File: config.mk
export PLATFORM = sky130hd
export DESIGN_NAME = gre_store
export DESIGN_NICKNAME = d
export VERILOG_FILES = /design/src/hdl/gre_pkg.sv /design/src/hdl/gre_store.sv
export SDC_FILE = /design/constraint.sdc
export NUM_CORES = 2
export LEC_CHECK = 0
export BUFFER_PORTS_ARGS = -buffer_cell sky130_fd_sc_hd__buf_2
export CORE_MARGIN = 2
export CORE_UTILIZATION = 45
export CTS_BUF_LIST = sky130_fd_sc_hd__clkbuf_4
export DETAILED_ROUTE_END_ITERATION = 12
export GPL_TIMING_DRIVEN = 1
export PLACE_DENSITY = 0.69
export SLEW_MARGIN = 5
export SYNTH_ARGS = -nofsm -noshare
export SYNTH_HDL_FRONTEND = slang
export SYNTH_SLANG_ARGS = --single-unit
File: constraint.sdc
create_clock -name clk -period 3.4 [get_ports clk]
set_clock_uncertainty 0.2 [all_clocks]
set_input_delay 0 -clock clk [delete_from_list [all_inputs] [get_ports clk]]
set_output_delay 0 -clock clk [all_outputs]
set_load 0.03 [all_outputs]
File: src/hdl/gre_pkg.sv
// shared types and constants for the genome rearrangement engine
package gre_pkg;

  localparam int DEF_MAX_GENES   = 64;
  localparam int DEF_LABEL_BITS  = 16;
  localparam int DEF_REGION_BITS = 16;
  localparam int POS_BITS        = 7;

  typedef enum logic [2:0] {
    CMD_CLEAR  = 3'd0,
    CMD_APPEND = 3'd1,
    CMD_DELETE = 3'd2,
    CMD_REVERSE = 3'd3,
    CMD_TRANSPOSE = 3'd4,
    CMD_READ   = 3'd5
  } cmd_t;

  typedef enum logic [1:0] {
    ST_OK   = 2'd0,
    ST_BAD  = 2'd1,
    ST_FULL = 2'd2
  } status_t;

endpackage

File: src/hdl/gre_store.sv
// gene and region arrays, two registered read ports and one write port each
module gre_store import gre_pkg::*; #(
  parameter int DEPTH = DEF_MAX_GENES,
  parameter int GB    = DEF_LABEL_BITS,
  parameter int RB    = DEF_REGION_BITS
) (
  input  logic                     clk,
  input  logic [$clog2(DEPTH)-1:0] ra_g,
  input  logic [$clog2(DEPTH)-1:0] rb_g,
  input  logic [$clog2(DEPTH)-1:0] ra_r,
  input  logic [$clog2(DEPTH)-1:0] rb_r,
  output logic [GB-1:0]            qa_g,
  output logic [GB-1:0]            qb_g,
  output logic [RB-1:0]            qa_r,
  output logic [RB-1:0]            qb_r,
  input  logic                     we_g,
  input  logic [$clog2(DEPTH)-1:0] wa_g,
  input  logic [GB-1:0]            wd_g,
  input  logic                     we_r,
  input  logic [$clog2(DEPTH)-1:0] wa_r,
  input  logic [RB-1:0]            wd_r
);

  logic [GB-1:0] gmem [DEPTH];
  logic [RB-1:0] rmem [DEPTH];

  always_ff @(posedge clk) begin
    if (we_g) begin
      gmem[wa_g] <= wd_g;
    end
    qa_g <= gmem[ra_g];
    qb_g <= gmem[rb_g];
  end

  always_ff @(posedge clk) begin
    if (we_r) begin
      rmem[wa_r] <= wd_r;
    end
    qa_r <= rmem[ra_r];
    qb_r <= rmem[rb_r];
  end

endmodule

==> reports/metrics.csv <==
stage;metric;value;unit
setup_path;CP Launch Type;primary input;
clocking;CTS tree;yes;
status;failing checks;negative setup slack;
clocking;Clk Tree Root Cell;clkbuf_4;
hold_path;hold path cells;7;
sta;f_max;0.293;GHz
pwr;Comb power frac;9.3;%
flow_run;max cap viols;0;
placement;detailed placement HPWL;183000;µm
pwr;P_sw;13.8;mW
die;core area;0.212;mm²
logic_synthesis;top cells by area, synth;edfxtp_1, mux4_2, dfxtp_1;
setup_path;CP Data Arrival Time;4.52;ns
setup_path;Worst Path Required;4.51;ns
finish;proportion of layout cells with a drive suffix above 1;41.7;%
clocking;clk slew on worst S/H paths;0.07;ns
clocking;total CTS buffers;558;
routing;WL final;293000;µm
placement;Inst Count DP;7668;
sta;Total Neg Setup Slack;-0.0262;ns
routing;DR vias/cell;6.57;
setup_path;CP Class;in2reg;
global_routing;initial antenna violation count;30;
finish;commonest cells after routing, fill and taps aside;edfxtp_1, mux4_2, clkbuf_4;
pwr;Sw Share;24.6;%
logic_synthesis;Synth top area share;64.2;%
die;Initial Utilization;45.2;%
global_routing;vias in the first global route;58900;
sta;Fin Hold WS;0.105;ns
pwr;Leak;35.9;nW
sta;Tcrit/Tclk final;101;%
finish;commonest non-fill, non-tap cell in the layout;edfxtp_1;
global_routing;total grt overflow;0;
hold_path;worst hold path class;in2reg;
finish;Layout Nets;5732;
clocking;Max clock buf depth;4;
routing;DRT antenna net count;0;
logic_synthesis;Cell Area, Synth;0.0958;mm²
global_routing;GR Layer Usage met3;8.28;%
die;die extent in x;465;µm
sta;Setup Viol. Count Final;2;
finish;Layout Cells excl Fill;8894;
routing;DRT Pass-1 Iters;6;
logic_synthesis;post-synthesis sequential area ratio;65.5;%
setup_path;Critical Path Fanout Max;22;
logic_synthesis;Syn Nets;4829;
sta;RSZ-0062 raised after global routing;no;
clocking;Setup Fix Bufs, Post-CTS;0;
sta;fin. max-slew vios;0;
pwr;Flop pwr share;51.7;%
logic_synthesis;Synth Register Bits;2112;
pwr;Int Power;42.3;mW
logic_synthesis;synth unique cells;52;
global_routing;M2 GR Usage;40.9;%
routing;# DRC;0;
pwr;PD cells;505;mW/mm²
clocking;H-tree Lvls;6;
sta;fin crit period;3.42;ns
sta;final hold viol count;0;
routing;initial drt markers;8927;
global_routing;met1 Use GR;35.3;%
routing;Avg WL per Cell;32.9;µm
global_routing;first-pass GRT wire length;416000;µm
logic_synthesis;Avg Inst Size Synth;20.1;µm²
logic_synthesis;Syn Inst Count;4758;
finish;synthesis-to-layout area growth;15.9;%
global_routing;GRT busiest layer;met2;
placement;I/O Buffers;134;
setup_path;Critical Path Sink Type;flip-flop;
routing;DR vias;58400;
die;Die H;465;µm
global_routing;gr usage total;26.8;%
clocking;Worst-Skew Late Latency;1.41;ns
pwr;Clock Power Share;39.0;%
pwr;maximum VDD drop;0.373;mV
die;IO Pins;135;
status;status;complete, but fails checks;
placement;routability cong.;0.923;
clocking;clk sink count;2112;
sta;Slew headroom;7.16;%
logic_synthesis;largest area contributor in the netlist;edfxtp_1;
global_routing;pin count of the biggest net entering global routing;65;
sta;Final WS setup;-0.0176;ns
setup_path;reg2reg path depth;7;
logic_synthesis;Warnings, synthesis;0;
die;die area;0.217;mm²
sta;Slew @ Worst Pin;1.38;ns
die;Core Rows;169;
per-layer routing:
layer / routed length, µm / up-vias / share of wire [%]
met3: 38100 / 794 / 13
met1: 104000 / 30300 / 35
li1: - / 22900 / -
met2: 136000 / 4359 / 47
met5: 116 / - / 0.040
met4: 14700 / 18 / 5.0
flip-flops by register name (all words and copies together) (netlist names):
| name | cells |
|---|---|
| rmem | 1024 |
| qa_g | 16 |
| qa_r | 16 |
| qb_r | 16 |
| qb_g | 16 |
| gmem | 1024 |
logic make-up (layout without fill, tap and decap cells):
group,after synthesis,count (layout),share of synthesized area (%)
DFF,2112,2112,65.5
muxes,1188,1188,25.6
AOI/OAI and AO/OA,575,575,4.05
and+or+nand+nor,504,504,2.48
buffers and inverters,379,1679,2.30
other,0,15,0
metrics by stage:
stage / util (%) / power [mW] / setup slack [ns] / area (µm²)
2_1_floorplan: - / 32.4 / 0.947 / 95800
3_3_place_gp: 47.8 / 34.3 / -0.148 / 101000
3_5_place_dp: 47.8 / 34.4 / 0.173 / 101000
4_1_cts: 52.4 / 56.3 / 0.000596 / 111000
5_1_grt: 52.4 / 58.0 / 0.0385 / 111000
6_report: 52.4 / 56.1 / -0.0176 / 111000
final cells by class:
| cell class | instances | area, µm² |
|---|---|---|
| tap | 2821 | 3530 |
| antenna | 15 | 37.5 |
| sequential | 2112 | 62800 |
| multi-input combinational | 2267 | 31100 |
| clock inverter | 146 | 732 |
| fill | 16600 | 101000 |
| timing repair buffer | 720 | 6780 |
| clock buffer | 811 | 6090 |
| inverter | 2 | 7.51 |
path summary, 6_finish.rpt:
path | startpoint | endpoint | slack, ns
worst max register to register | rmem[54][14]$_DFFE_PP_ | qb_r[14]$_DFF_P_ | 0.25
worst min register to register | gmem[33][12]$_DFFE_PP_ | qb_g[12]$_DFF_P_ | 0.62
worst max-delay path | ra_g[2] | qa_g[7]$_DFF_P_ | -0.02
worst min-delay path | rb_g[2] | qb_g[0]$_DFF_P_ | 0.11
synth_stat cells (all sizes together):
| master | count |
|---|---|
| or2 | 6 |
| clkinv | 1 |
| o22a | 3 |
| clkbuf | 134 |
| nor3 | 27 |
| nor4 | 5 |
| edfxtp | 2048 |
| a2bb2oi | 5 |
| nand3b | 13 |
| and4 | 9 |
| mux2i | 112 |
| or3 | 8 |
| and2 | 6 |
| a21o | 5 |
| nand3 | 53 |
| and2b | 1 |
| nand2b | 20 |
| nand4 | 13 |
| buf | 243 |
| a22o | 11 |
| o31ai | 16 |
| nor2 | 185 |
| mux4 | 1006 |
| or3b | 5 |
| and3b | 1 |
| dfxtp | 64 |
| a221oi | 14 |
| a21oi | 44 |
| or4 | 2 |
| a211oi | 52 |
| inv | 1 |
| o21ai | 74 |
| o41ai | 16 |
| o22ai | 184 |
| a22oi | 110 |
| mux2 | 70 |
| nor3b | 2 |
| a31oi | 10 |
| o221ai | 31 |
| nor2b | 35 |
| nand2 | 113 |
critical path, stage by stage:
cell           delay, ns
dlygate4sd3_1       0.53
dlygate4sd3_1       0.57
clkbuf_8            0.27
dlygate4sd3_1       1.18
buf_4               0.46
nand2_1             0.24
o22ai_1             0.22
nor4_1              0.06
dlygate4sd3_1       0.58
buf_4               0.15
mux2_2              0.25
power by group through the flow:
stage | Combinational (mW) | Clock, mW | Sequential, mW
floorplan | 2.70 | 0 | 29.7
global placement | 4.74 | 0 | 29.6
detailed placement | 4.78 | 0 | 29.6
CTS | 5.15 | 22.2 | 29.0
global route | 5.43 | 23.6 | 29.0
finish | 5.23 | 21.9 | 29.0
what timing repair did:
item | in CTS | in global routing
hold endpoints to repair | 4160 | 2
gates resized for setup | 0 | 6
setup endpoints to repair | 0 | 39
hold buffers | 257 | 1
Note: power is estimated with default switching activity, not from simulation.
